$ cat config.mk
export PLATFORM = sky130hd
export DESIGN_NAME = frame_id_allocator
export DESIGN_NICKNAME = d
export VERILOG_FILES = /design/src/hw/rtl/fia_pkg.sv /design/src/hw/rtl/frame_id_allocator.sv /design/src/hw/rtl/fia_ram.sv /design/src/hw/rtl/fia_lowest.sv
export SDC_FILE = /design/constraint.sdc
export NUM_CORES = 2
export LEC_CHECK = 0
export ABC_AREA = 1
export BUFFER_PORTS_ARGS = -buffer_cell sky130_fd_sc_hd__buf_2
export CAP_MARGIN = 40
export CORE_UTILIZATION = 40
export CTS_CLUSTER_DIAMETER = 30
export DETAILED_ROUTE_END_ITERATION = 7
export GPL_TIMING_DRIVEN = 1
export PLACE_DENSITY = 0.57
export SYNTH_ARGS = -nofsm -noshare
export SYNTH_HDL_FRONTEND = slang
export SYNTH_HIERARCHICAL = 1
export SYNTH_SLANG_ARGS = --single-unit
$ cat constraint.sdc
create_clock -name aclk -period 7.6 [get_ports aclk]
set_input_delay 0.38 -clock aclk [delete_from_list [all_inputs] [get_ports aclk]]
set_output_delay 0.38 -clock aclk [all_outputs]
set_load 0.005 [all_outputs]
$ cat src/hw/rtl/fia_pkg.sv
// Shared types, constants and helper functions of the frame ID allocator.
`default_nettype none

package fia_pkg;

    // Fixed widths of the request and result fields.
    localparam int unsigned ID_W           = 8;
    localparam int unsigned REQ_W          = 3;

    // The used map is kept as rows of ROW_W marks, one memory word per row.
    localparam int unsigned ROW_BITS       = 4;
    localparam int unsigned ROW_W          = 1 << ROW_BITS;

    // Defaults of the top-level parameters.
    localparam int unsigned ID_COUNT_DEF     = 256;
    localparam int unsigned STATUS_WIDTH_DEF = 4;

    typedef enum logic [REQ_W-1:0] {
        REQ_RESERVE = 3'd0,
        REQ_FREE    = 3'd1,
        REQ_CHECK   = 3'd2,
        REQ_SET     = 3'd3,
        REQ_INSERT  = 3'd4,
        REQ_READ    = 3'd5
    } req_t;

    typedef enum logic {
        ST_IDLE   = 1'b0,
        ST_COMMIT = 1'b1
    } state_t;

    // Marks the IDs of one row that reserve may hand out (1 to id_count-2).
    function automatic logic [ROW_W-1:0] cand_mask(input int unsigned row,
                                                   input int unsigned id_count);
        logic [ROW_W-1:0] m;
        int unsigned      id;
        m = '0;
        for (int unsigned b = 0; b < ROW_W; b++) begin
            id   = (row << ROW_BITS) + b;
            m[b] = (id >= 1) && (id + 2 <= id_count);
        end
        return m;
    endfunction

    // One bit per row: set where the row holds at least one reservable ID.
    function automatic logic [ROW_W-1:0] avail_init(input int unsigned rows,
                                                    input int unsigned id_count);
        logic [ROW_W-1:0] a;
        a = '0;
        for (int unsigned r = 0; r < ROW_W; r++) begin
            a[r] = (r < rows) && (|cand_mask(r, id_count));
        end
        return a;
    endfunction

endpackage

`default_nettype wire

$ cat src/hw/rtl/frame_id_allocator.sv
// Top level of the frame ID allocator: control, used-map and status memories.
//
//  Channel | Direction | Ports                                        | Handshake
//  --------+-----------+----------------------------------------------+------------------
//  request | in        | s_req_type, s_frame_id, s_status_in          | s_valid / s_ready
//  result  | out       | m_granted_id, m_found, m_status_out          | m_valid / m_ready
//
// For each request, in the accepting cycle both memories are read,
// and in the next cycle the row is modified, written back and the result item
// is loaded into the output register. Due to the read-modify-write of the memories,
// a new item is accepted no earlier than the cycle after the result is loaded,
// so the block does not take a new item before it is through with the last.
// Reset (aresetn low, synchronous) clears the row valid bits and the use count and
// loads the free-row summary at once, so there is no clearing pass.
// While a result waits on m_ready the next item is still accepted, provided the
// waiting item is taken in the same cycle; otherwise s_ready stays low.
`default_nettype none

module frame_id_allocator #(
    parameter int unsigned ID_COUNT     = fia_pkg::ID_COUNT_DEF,
    parameter int unsigned STATUS_WIDTH = fia_pkg::STATUS_WIDTH_DEF
) (
    input  wire logic                         aclk,
    input  wire logic                         aresetn,

    input  wire logic                         s_valid,
    output logic                              s_ready,
    input  wire logic [fia_pkg::REQ_W-1:0]    s_req_type,
    input  wire logic [fia_pkg::ID_W-1:0]     s_frame_id,
    input  wire logic [STATUS_WIDTH-1:0]      s_status_in,

    output logic                              m_valid,
    input  wire logic                         m_ready,
    output logic      [fia_pkg::ID_W-1:0]     m_granted_id,
    output logic                              m_found,
    output logic      [STATUS_WIDTH-1:0]      m_status_out
);

    localparam int unsigned ROW_BITS = fia_pkg::ROW_BITS;
    localparam int unsigned ROW_W    = fia_pkg::ROW_W;
    localparam int unsigned ID_W     = fia_pkg::ID_W;
    localparam int unsigned ROWS     = (ID_COUNT + ROW_W - 1) / ROW_W;
    localparam int unsigned ROW_AW   = (ROWS > 1) ? $clog2(ROWS) : 1;
    localparam int unsigned ID_AW    = $clog2(ID_COUNT);
    localparam int unsigned CNT_W    = $clog2(ID_COUNT + 1);

    localparam logic [ROW_W-1:0] AVAIL_ALL  = fia_pkg::avail_init(ROWS, ID_COUNT);
    localparam logic [ROWS-1:0]  AVAIL_INIT = AVAIL_ALL[ROWS-1:0];
    localparam logic [CNT_W-1:0] LIMIT      = CNT_W'(ID_COUNT - 1);

    // Control state.
    fia_pkg::state_t state_reg, state_next;
    logic [ROWS-1:0]  avail_reg, avail_next;       // row holds a reservable free ID
    logic [ROWS-1:0]  row_valid_reg, row_valid_next; // row has been written since reset
    logic [CNT_W-1:0] count_reg, count_next;
    logic             m_valid_reg, m_valid_next;

    // Request held for the commit cycle.
    logic [fia_pkg::REQ_W-1:0] req_reg;
    logic [ID_W-1:0]           id_reg;
    logic [STATUS_WIDTH-1:0]   st_reg;
    logic                      id_ok_reg;
    logic [ROW_AW-1:0]         row_sel_reg;
    logic                      avail_any_reg;

    // Output register payload.
    logic [ID_W-1:0]         m_granted_id_reg, m_granted_id_next;
    logic                    m_found_reg, m_found_next;
    logic [STATUS_WIDTH-1:0] m_status_out_reg, m_status_out_next;

    // Handshake and memory control.
    logic s_accept;
    logic rd_en;
    logic commit;

    // Read side: the row is the lowest row with a free candidate for reserve,
    // and the row of the named ID for every other request.
    logic              row_any;
    logic [ROW_AW-1:0] row_pick;
    logic [ID_W-1:0]   s_row_full;
    logic [ROW_AW-1:0] rd_row;
    logic              s_id_ok;

    logic [ROW_W-1:0]        used_rdata;
    logic [STATUS_WIDTH-1:0] status_rdata;

    // Commit-cycle datapath.
    logic [ROW_W-1:0]        word;
    logic [ROW_BITS-1:0]     bit_sel;
    logic                    present;
    logic [ROW_W-1:0]        cand;
    logic [ROW_W-1:0]        free_vec;
    logic                    free_any;
    logic [ROW_BITS-1:0]     free_bit;
    logic                    grant;
    logic [ID_W-1:0]         grant_id;
    logic [ROW_W-1:0]        new_word;
    logic                    used_we;
    logic                    st_we;
    logic [ID_AW-1:0]        st_waddr;
    logic [STATUS_WIDTH-1:0] st_wdata;
    logic                    cnt_inc;
    logic                    cnt_dec;
    logic                    found_v;
    logic [STATUS_WIDTH-1:0] stat_v;

    // ------------------------------------------------------------------
    // Read address selection
    // ------------------------------------------------------------------
    fia_lowest #(
        .WIDTH (ROWS),
        .IDX_W (ROW_AW)
    ) u_row_pick (
        .vec (avail_reg),
        .any (row_any),
        .idx (row_pick)
    );

    assign s_row_full = s_frame_id >> ROW_BITS;
    assign s_id_ok    = (32'(s_frame_id) < ID_COUNT);
    assign rd_row     = (s_req_type == fia_pkg::REQ_RESERVE) ? row_pick
                                                             : s_row_full[ROW_AW-1:0];

    // ------------------------------------------------------------------
    // Memories: used map as rows of marks, and the per-ID status codes
    // ------------------------------------------------------------------
    fia_ram #(
        .WIDTH  (ROW_W),
        .DEPTH  (ROWS),
        .ADDR_W (ROW_AW)
    ) u_used_ram (
        .aclk  (aclk),
        .we    (used_we),
        .waddr (row_sel_reg),
        .wdata (new_word),
        .re    (rd_en),
        .raddr (rd_row),
        .rdata (used_rdata)
    );

    fia_ram #(
        .WIDTH  (STATUS_WIDTH),
        .DEPTH  (ID_COUNT),
        .ADDR_W (ID_AW)
    ) u_status_ram (
        .aclk  (aclk),
        .we    (st_we),
        .waddr (st_waddr),
        .wdata (st_wdata),
        .re    (rd_en),
        .raddr (s_frame_id[ID_AW-1:0]),
        .rdata (status_rdata)
    );

    // ------------------------------------------------------------------
    // Commit-cycle datapath
    // ------------------------------------------------------------------
    // A row never written since reset reads as all free, whatever the RAM holds.
    assign word     = row_valid_reg[row_sel_reg] ? used_rdata : '0;
    assign bit_sel  = id_reg[ROW_BITS-1:0];
    assign present  = id_ok_reg && word[bit_sel];
    assign cand     = fia_pkg::cand_mask(32'(row_sel_reg), ID_COUNT);
    assign free_vec = ~word & cand;

    fia_lowest #(
        .WIDTH (ROW_W),
        .IDX_W (ROW_BITS)
    ) u_bit_pick (
        .vec (free_vec),
        .any (free_any),
        .idx (free_bit)
    );

    assign grant_id = ID_W'((32'(row_sel_reg) << ROW_BITS) | 32'(free_bit));

    always_comb begin
        grant    = 1'b0;
        new_word = word;
        used_we  = 1'b0;
        st_we    = 1'b0;
        st_waddr = id_reg[ID_AW-1:0];
        st_wdata = st_reg;
        cnt_inc  = 1'b0;
        cnt_dec  = 1'b0;
        found_v  = 1'b0;
        stat_v   = '0;
        unique case (req_reg)
            fia_pkg::REQ_RESERVE: begin
                // Reserve is refused once the count reaches the limit.
                grant = (count_reg < LIMIT) && avail_any_reg && free_any;
                if (grant) begin
                    new_word[free_bit] = 1'b1;
                    used_we            = 1'b1;
                    st_we              = 1'b1;
                    st_waddr           = grant_id[ID_AW-1:0];
                    st_wdata           = '0;
                    cnt_inc            = 1'b1;
                end
            end
            fia_pkg::REQ_FREE: begin
                found_v = present;
                if (present) begin
                    new_word[bit_sel] = 1'b0;
                    used_we           = 1'b1;
                    cnt_dec           = 1'b1;
                end
            end
            fia_pkg::REQ_CHECK: begin
                found_v = present;
            end
            fia_pkg::REQ_SET: begin
                found_v = present;
                st_we   = present;
            end
            fia_pkg::REQ_INSERT: begin
                // An insert of an in-range ID writes the status, and marks the ID used
                // only when it was free.
                found_v = present;
                if (id_ok_reg) begin
                    st_we = 1'b1;
                    if (!present) begin
                        new_word[bit_sel] = 1'b1;
                        used_we           = 1'b1;
                        cnt_inc           = 1'b1;
                    end
                end
            end
            fia_pkg::REQ_READ: begin
                found_v = present;
                stat_v  = present ? status_rdata : '0;
            end
            default: begin
                // Unknown request codes leave the state alone.
            end
        endcase
        used_we = used_we && commit;
        st_we   = st_we && commit;
    end

    // ------------------------------------------------------------------
    // State machine
    // ------------------------------------------------------------------
    always_comb begin
        state_next = state_reg;
        unique case (state_reg)
            fia_pkg::ST_IDLE: begin
                if (s_accept) begin
                    state_next = fia_pkg::ST_COMMIT;
                end
            end
            fia_pkg::ST_COMMIT: begin
                state_next = fia_pkg::ST_IDLE;
            end
            default: begin
                state_next = fia_pkg::ST_IDLE;
            end
        endcase
    end

    always_comb begin
        s_ready = 1'b0;
        commit  = 1'b0;
        unique case (state_reg)
            fia_pkg::ST_IDLE: begin
                s_ready = !m_valid_reg || m_ready;
            end
            fia_pkg::ST_COMMIT: begin
                commit = 1'b1;
            end
            default: begin
                s_ready = 1'b0;
            end
        endcase
    end

    assign s_accept = s_valid && s_ready;
    assign rd_en    = s_accept;

    // ------------------------------------------------------------------
    // Next values of the control state and the output register
    // ------------------------------------------------------------------
    always_comb begin
        avail_next     = avail_reg;
        row_valid_next = row_valid_reg;
        count_next     = count_reg;
        if (used_we) begin
            avail_next[row_sel_reg]     = |(~new_word & cand);
            row_valid_next[row_sel_reg] = 1'b1;
        end
        if (commit && cnt_inc) begin
            count_next = count_reg + CNT_W'(1);
        end else if (commit && cnt_dec) begin
            count_next = count_reg - CNT_W'(1);
        end
    end

    always_comb begin
        m_valid_next      = m_valid_reg;
        m_granted_id_next = m_granted_id_reg;
        m_found_next      = m_found_reg;
        m_status_out_next = m_status_out_reg;
        if (m_valid_reg && m_ready) begin
            m_valid_next = 1'b0;
        end
        if (commit) begin
            m_valid_next      = 1'b1;
            m_granted_id_next = grant ? grant_id : '0;
            m_found_next      = found_v;
            m_status_out_next = stat_v;
        end
    end

    always_ff @(posedge aclk) begin
        if (!aresetn) begin
            state_reg     <= fia_pkg::ST_IDLE;
            avail_reg     <= AVAIL_INIT;
            row_valid_reg <= '0;
            count_reg     <= '0;
            m_valid_reg   <= 1'b0;
        end else begin
            state_reg     <= state_next;
            avail_reg     <= avail_next;
            row_valid_reg <= row_valid_next;
            count_reg     <= count_next;
            m_valid_reg   <= m_valid_next;
        end
    end

    // Request capture and result payload need no reset.
    always_ff @(posedge aclk) begin
        if (s_accept) begin
            req_reg       <= s_req_type;
            id_reg        <= s_frame_id;
            st_reg        <= s_status_in;
            id_ok_reg     <= s_id_ok;
            row_sel_reg   <= rd_row;
            avail_any_reg <= row_any;
        end
        m_granted_id_reg <= m_granted_id_next;
        m_found_reg      <= m_found_next;
        m_status_out_reg <= m_status_out_next;
    end

    assign m_valid      = m_valid_reg;
    assign m_granted_id = m_granted_id_reg;
    assign m_found      = m_found_reg;
    assign m_status_out = m_status_out_reg;

endmodule

`default_nettype wire

$ cat src/hw/rtl/fia_ram.sv
// Generic single-port-write, single-port-read RAM with registered read data.
`default_nettype none

module fia_ram #(
    parameter int unsigned WIDTH  = 16,
    parameter int unsigned DEPTH  = 16,
    parameter int unsigned ADDR_W = 4
) (
    input  wire logic              aclk,
    input  wire logic              we,
    input  wire logic [ADDR_W-1:0] waddr,
    input  wire logic [WIDTH-1:0]  wdata,
    input  wire logic              re,
    input  wire logic [ADDR_W-1:0] raddr,
    output logic      [WIDTH-1:0]  rdata
);

    logic [WIDTH-1:0] mem [DEPTH];

    always_ff @(posedge aclk) begin
        if (we) begin
            mem[waddr] <= wdata;
        end
        if (re) begin
            rdata <= mem[raddr];
        end
    end

endmodule

`default_nettype wire

$ cat src/hw/rtl/fia_lowest.sv
// Lowest-set-bit encoder used to pick a row and a free ID within a row.
`default_nettype none

module fia_lowest #(
    parameter int unsigned WIDTH = 16,
    parameter int unsigned IDX_W = 4
) (
    input  wire logic [WIDTH-1:0] vec,
    output logic                  any,
    output logic      [IDX_W-1:0] idx
);

    always_comb begin
        idx = '0;
        for (int i = WIDTH - 1; i >= 0; i--) begin
            if (vec[i]) begin
                idx = IDX_W'(i);
            end
        end
        any = |vec;
    end

endmodule

`default_nettype wire

== Word level (Yosys, flattened, before mapping) ==
Memory sizes are Yosys's and may differ from the RTL's. A register that Yosys moved wholly into a read port is not among the register bits.
Index checks and enable logic that the tools add are counted.
Widths: inputs -> output; s select.

* RAM bits: 1,280
* Output and inout port bits: 15
* Word-level logic and storage cells: 213
* Bits in latches: 0
* Bits in read-only memories: 0
* Memories: 2
* Flip-flop bits (word level): 76

* Div/mod/pow operators: 0
* $add $sub $neg: 32
* Eq/ne operators: 5
* Reduce and logical (&&, ||, !) cells: 38
* Shift operators: 0
* Bitwise gates (word level): 11
* Magnitude comparators: 39
* $mul: 0
* Muxes and demuxes: 73

{| class="wikitable"
|+ Memories
! memory !! words !! bits a word !! read ports !! clocked after Yosys merged registers in !! write ports !! line !! source
|-
| u_status_ram.mem || 256 || 4 || 1 || 1 || 1 || fia_ram.sv:18 || <nowiki>logic [WIDTH-1:0] mem [DEPTH];</nowiki>
|-
| u_used_ram.mem || 16 || 16 || 1 || 1 || 1 || fia_ram.sv:18 ||
|}

{| class="wikitable"
|+ Operator list
! cell !! number
|-
| $add 9x2->10 const B || 15
|-
| $le 10x9->1 const B || 15
|-
| $mux 4 || 35
|-
| $ge 9x1->1 const B || 15
|-
| $add 8x4->9 const B || 8
|-
| $mux 16 || 4
|-
| $and 16x16->16 || 3
|-
| $not 16->16 || 3
|-
| $or 16x16->16 || 3
|-
| $pmux 16 s3 || 1
|-
| $reduce_or 16->1 || 3
|-
| $add 8x3->9 const B || 4
|-
| $le 32x9->1 const B || 1
|-
| $logic_and 1x1->1 || 27
|-
| $mux 1 || 19
|-
| $add 8x2->9 const B || 2
|-
| $mux 9 || 2
|-
| $bwmux 16 || 1
|-
| $mux 8 || 2
|-
| $lt 4x5->1 const B || 3
|-
| $demux 1 s4 || 3
|-
| $ge 4x1->1 const B || 3
|-
| $add 8x1->9 const B || 1
|-
| $add 9x1->9 const B || 1
|-
| other kinds (17) || 24
|}

== Depth between registers and ports, before layout ==
* Depth after elaboration: 32
* Depth in mapped cells: 40
* Depth with buffers taken out: 38

== By module ==
Netlist, hierarchy kept.

{| class="wikitable"
|+ Modules (own cells, without submodules)
! module !! instances !! sequential area each (µm²) !! area each (µm²) !! cells each
|-
| fia_ram (u_status_ram) || 1 || 30,869.6 || 42,864.9 || 3,720
|-
| fia_ram (u_used_ram) || 1 || 8,167.8 || 11,541.1 || 1,074
|-
| frame_id_allocator || 1 || 1,851.8 || 4,842.1 || 746
|-
| fia_lowest || 2 || 0.0 || 209.0 || 49
|}

== Least setup slack after synthesis ==
No wires, ideal clock.

* Kind: register to register
* Start point: reg row_sel_reg[0]
* End point: mem u_status_ram/mem[0][1] (netlist name), data pin
* Arrival time: 5,840 ps
* Required time: 6,827 ps
* Buffers on the path: 4
* Stages on the path, launching flop included: 23
* Slack: 987 ps
* Path through: edfxtp_1 > buf_4 > o21ai_1 > nand2_1 > nand2_1 > nand2_1 > nand2_2 > nor2_1 > buf_4 > nor2_2 > nor2_1 > or2_1 > nor4_1 > nand2_1 > nand2_1 > nor2_1 > nand2_1 > inv_1 > nand2_1 > clkbuf_1 > clkbuf_1 > nand2_1 > inv_1

* Word-level cells in the longest chain between the ends: 9

{| class="wikitable"
|+ Ends and longest elaborated chain
! element !! line !! source
|-
| start, declared || frame_id_allocator.sv:63 || <nowiki>logic [ROW_AW-1:0] row_sel_reg;</nowiki>
|-
| start signal, assigned || frame_id_allocator.sv:336 || <nowiki>row_sel_reg <= rd_row;</nowiki>
|-
| $add 8x4->9 / $bmux 1 s4 (equally long branches) || fia_pkg.sv:39, frame_id_allocator.sv:159 ||
|-
| $add 9x2->10 / $mux 1 (equally long branches) || fia_pkg.sv:40, frame_id_allocator.sv:159 ||
|-
| $le 10x9->1 / $mux 16 (equally long branches) || fia_pkg.sv:40, frame_id_allocator.sv:159 ||
|-
| $logic_and 1x1->1 / $not 16->16 (equally long branches) || fia_pkg.sv:40, frame_id_allocator.sv:163 ||
|-
| $and 16x16->16 * || frame_id_allocator.sv:163 || <nowiki>assign free_vec = ~word & cand;</nowiki>
|-
| net free_vec[15] || frame_id_allocator.sv:92 || <nowiki>logic [ROW_W-1:0] free_vec;</nowiki>
|-
| $reduce_or 16->1 * || fia_lowest.sv:20 || <nowiki>any = |vec;</nowiki>
|-
| net free_any || frame_id_allocator.sv:93 || <nowiki>logic free_any;</nowiki>
|-
| $logic_and 1x1->1 * || frame_id_allocator.sv:190 || <nowiki>grant = (count_reg < LIMIT) && avail_any_reg && free_any;</nowiki>
|-
| $mux 4 * || frame_id_allocator.sv:191 || <nowiki>if (grant) begin</nowiki>
|-
| $mux 4 * || frame_id_allocator.sv:187 || <nowiki>unique case (req_reg)</nowiki>
|-
| net st_wdata[1] || frame_id_allocator.sv:101 || <nowiki>logic [STATUS_WIDTH-1:0] st_wdata;</nowiki>
|-
| end, declared || fia_ram.sv:18 ||
|}

Mark *: on every way through the listed nets, which the timed path passes. The rest lies on a longest branch. The select of a mux whose other input is x is not followed.

== Worst setup path after layout ==
* Start point: reg row_sel_reg[0]
* End point: reg count_reg[8]

* Word-level cells in the longest chain between the ends: 11

{| class="wikitable"
|+ Ends and longest elaborated chain
! element !! line !! source
|-
| $add 8x4->9 / $bmux 1 s4 (equally long branches) || fia_pkg.sv:39, frame_id_allocator.sv:159 ||
|-
| $add 9x2->10 / $mux 1 (equally long branches) || fia_pkg.sv:40, frame_id_allocator.sv:159 ||
|-
| $le 10x9->1 / $mux 16 (equally long branches) || fia_pkg.sv:40, frame_id_allocator.sv:159 ||
|-
| $logic_and 1x1->1 / $not 16->16 (equally long branches) || fia_pkg.sv:40, frame_id_allocator.sv:163 ||
|-
| $and 16x16->16 * || frame_id_allocator.sv:163 ||
|-
| net free_vec[14] || frame_id_allocator.sv:92 ||
|-
| $reduce_or 16->1 * || fia_lowest.sv:20 ||
|-
| net free_any || frame_id_allocator.sv:93 ||
|-
| $logic_and 1x1->1 * || frame_id_allocator.sv:190 ||
|-
| $mux 1 * || frame_id_allocator.sv:191 ||
|-
| $pmux 1 s2 * || frame_id_allocator.sv:187 ||
|-
| $logic_and 1x1->1 * || frame_id_allocator.sv:290 || <nowiki>if (commit && cnt_inc) begin</nowiki>
|-
| $mux 9 / $reduce_bool 2->1 (equally long branches) || -- ||
|-
| end signal, assigned || frame_id_allocator.sv:324 || <nowiki>count_reg <= count_next;</nowiki>
|-
| end, declared || frame_id_allocator.sv:55 || <nowiki>logic [CNT_W-1:0] count_reg, count_next;</nowiki>
|}

Marked as above.
A chain may end at the register's enable or synchronous reset.

==> qor.yml <==
antenna_found_initial: 0
synth_cells: 5638
regMostFlops: "u_status_ram/mem"
max_stage_delay_ps: 610
drt_iter0_drc: 3857
comb_power_share: 0.051
top_regs: "u_status_ram/mem (1024), u_used_ram/mem (256)"
setup_ws_ps: 1770
clkPwrFrac: 0.573
outcome: "finished, final reports clean"
synth_edf_count: 1333
via_per_inst: 5.26
cp_max_fo: 34
syn_area_mm2: 0.0597
io_pins: 34
synthFlopType: "edfxtp_1"
numCtsBuffers: 317
synth-seq-cells: 1376
cp-end-kind: "register"
nets: 5793
insertedDiodeCount: 0
fp.dieH_um: 388
drive_gt1_frac: 0.112
hold_viol: 0
synth_top_area_cell: "edfxtp_1"
max_freq_mhz: 172
p_leak_nw: 27.1
ys_warn_count: 6
p_sw_mw: 4.98
synth_top_area_frac: 0.671
final_cell_mix: "1705 x nand2_1, 1333 x edfxtp_1, 1241 x nand3_1, 434 x nor2_1, 347 x inv_1"
grt_pass1_wl_um: 243000
cp_num_buf_inv: 7
worst_hold_path_type: "primary input to register"
dr_total_vias: 41714
p_int_mw: 17.5
wl_per_cell_um: 20.4
async_flop_share: 0
drc_errors: 0
highest_layer: "met4"
critPathArrivalTime_ps: 6590
clock_path_buffers: 4
final_common_cell: "nand2_1"
maxSlewViolCount: 0
critical_path_class: "register to register"
finalCritPeriodShare: 0.767
rsz0062_at_grt: "false"
rows: 141
m1WireLength_um: 66700
swShare: 0.222
met2_length_um: 77900
grt_overflow: 0
total_power_mw: 22.5
slew_headroom: 0.377
gp_congestion: 0.899
setup_viol_count_final: 0
die_w_um: 388
powerDensity_mw_per_mm2: 313
portBuffers: 33
dr.pass1.iters: 8
synth_area_per_cell_um2: 10.6
cp_common_cell: "nand2_1"
initial_core_util: 0.404
synth_cell_type_count: 40
die_area_mm2: 0.151
dp_slack_ps: 1850
synth_area_leaders: "edfxtp_1 67%, nand2_1 11%, nand3_1 10%"
worst_slew_pin_slew_ps: 934
clkSinkCount: 1376
fin_tns_setup_ps: 0
cts-htree-levels: 5
finalClockSkew_ps: 80.3
seqPwrFrac: 0.377
cts_resized: 0
yosysSeqAreaShare: 0.685
layout_min_cycle_time_ps: 5830
cts_tree: "built"
cp_top_family: "simple AND/OR/NAND/NOR gates"
maxCapViolCount: 0
ir_worst_vdd_mv: 0.242
largest_register_ffs: 1024
dpl.hpwl_um: 91600
clk_latency_ps: 880
grt_usage: 0.212
syn_nets: 5665
grt_pass1_vias: 41351
start_kind: "register"
area_growth_pct: 20.3
core_mm2: 0.148
path_clk_slew_ps: 40
drtAntennaViolNets: 0
worstPathRequired_ps: 8360
root_buffer: "clkbuf_16"
wl_met3_um: 10400
routed_wl_um: 161000
crit_path_top_delay_cell: "edfxtp_1"
grt_max_degree: 181
[routing by layer]
layer	vias to the layer above	GRT usage
met5	-	0
met4	0	0.0980
met3	379	0.0350
met2	1494	0.353
met1	20276	0.270
li1	19565	-
[area by class of cell]
cell class	count	area, µm²
clock inverters	196	2030
multi-input cells	3556	15400
flip-flops and latches	1376	40900
clock buffers	351	8180
fillers	13177	76100
repair buffers	139	1400
inverters	376	1470
well taps	1930	2410
[cells in the mapped netlist (6+ instances only)]
cell type,count
edfxtp_1,1333
nand3_1,1241
ha_1,7
nor3_1,11
nor2_1,450
nand4_1,11
buf_4,42
inv_1,353
buf_1,20
o21ai_1,6
buf_6,63
clkbuf_1,75
buf_2,129
nand2_1,1705
o21ai_0,25
inv_2,21
dfxtp_1,43
o21bai_1,6
nand2_2,7
a21oi_1,57
[cell families after synthesis]
kind of cell / synth area share
compound gates: 0.00889
xor+xnor: 0.000734
fa+ha+maj: 0.00180
buf+inv: 0.0580
flops: 0.685
mux: 0.000755
simple gates: 0.245
[power groups by stage]
stage | Sequential, mW | Combinational (mW) | Clock (mW)
finish | 8.47 | 1.14 | 12.9
detailed placement | 8.60 | 1.13 | 0
CTS | 8.47 | 1.14 | 13.1
global placement | 8.60 | 1.10 | 0
floorplan | 8.62 | 0.728 | 0
global route | 8.46 | 1.24 | 13.4
[path summary, 6_finish.rpt]
| kind | start | to | slack, ps | cells past startpoint |
|---|---|---|---|---|
| min reg2reg | row_valid_reg[12]$_SDFFE_PN0P_ | row_valid_reg[12]$_SDFFE_PN0P_ | 460 | 2 |
| max reg2reg | row_sel_reg[0]$_DFFE_PP_ | count_reg[8]$_SDFFE_PN0P_ | 1770 | 36 |
| min | s_frame_id[3] | id_reg[3]$_DFFE_PP_ | 60 | 1 |
| max | row_sel_reg[0]$_DFFE_PP_ | count_reg[8]$_SDFFE_PN0P_ | 1770 | 36 |
[worst reg2reg max path, delay by kind of cell (launching register included)]
family                   cells  cell delay [ps]
adder cells (fa/ha/maj)      1              380
buffers and inverters        7              890
AO/OA/AOI/OAI                4              600
flip-flops                   1              610
AND/OR/NAND/NOR             24             3250
[through the flow]
step	hold slack (ps)	cell area, µm²	instances	util
6_report	59.0	71800	7924	0.485
2_1_floorplan	437	59700	5638	-
5_1_grt	29.4	71800	7924	0.485
3_5_place_dp	457	61400	7364	0.415
4_1_cts	9.78	71800	7924	0.485
3_3_place_gp	449	60900	7332	0.412
[what timing repair did]
action	4_1_cts	5_1_grt
buffers inserted	0	0
endpoints found under the hold margin	34	0
hold buffers	13	0
Power figures use the tool's default switching activity.
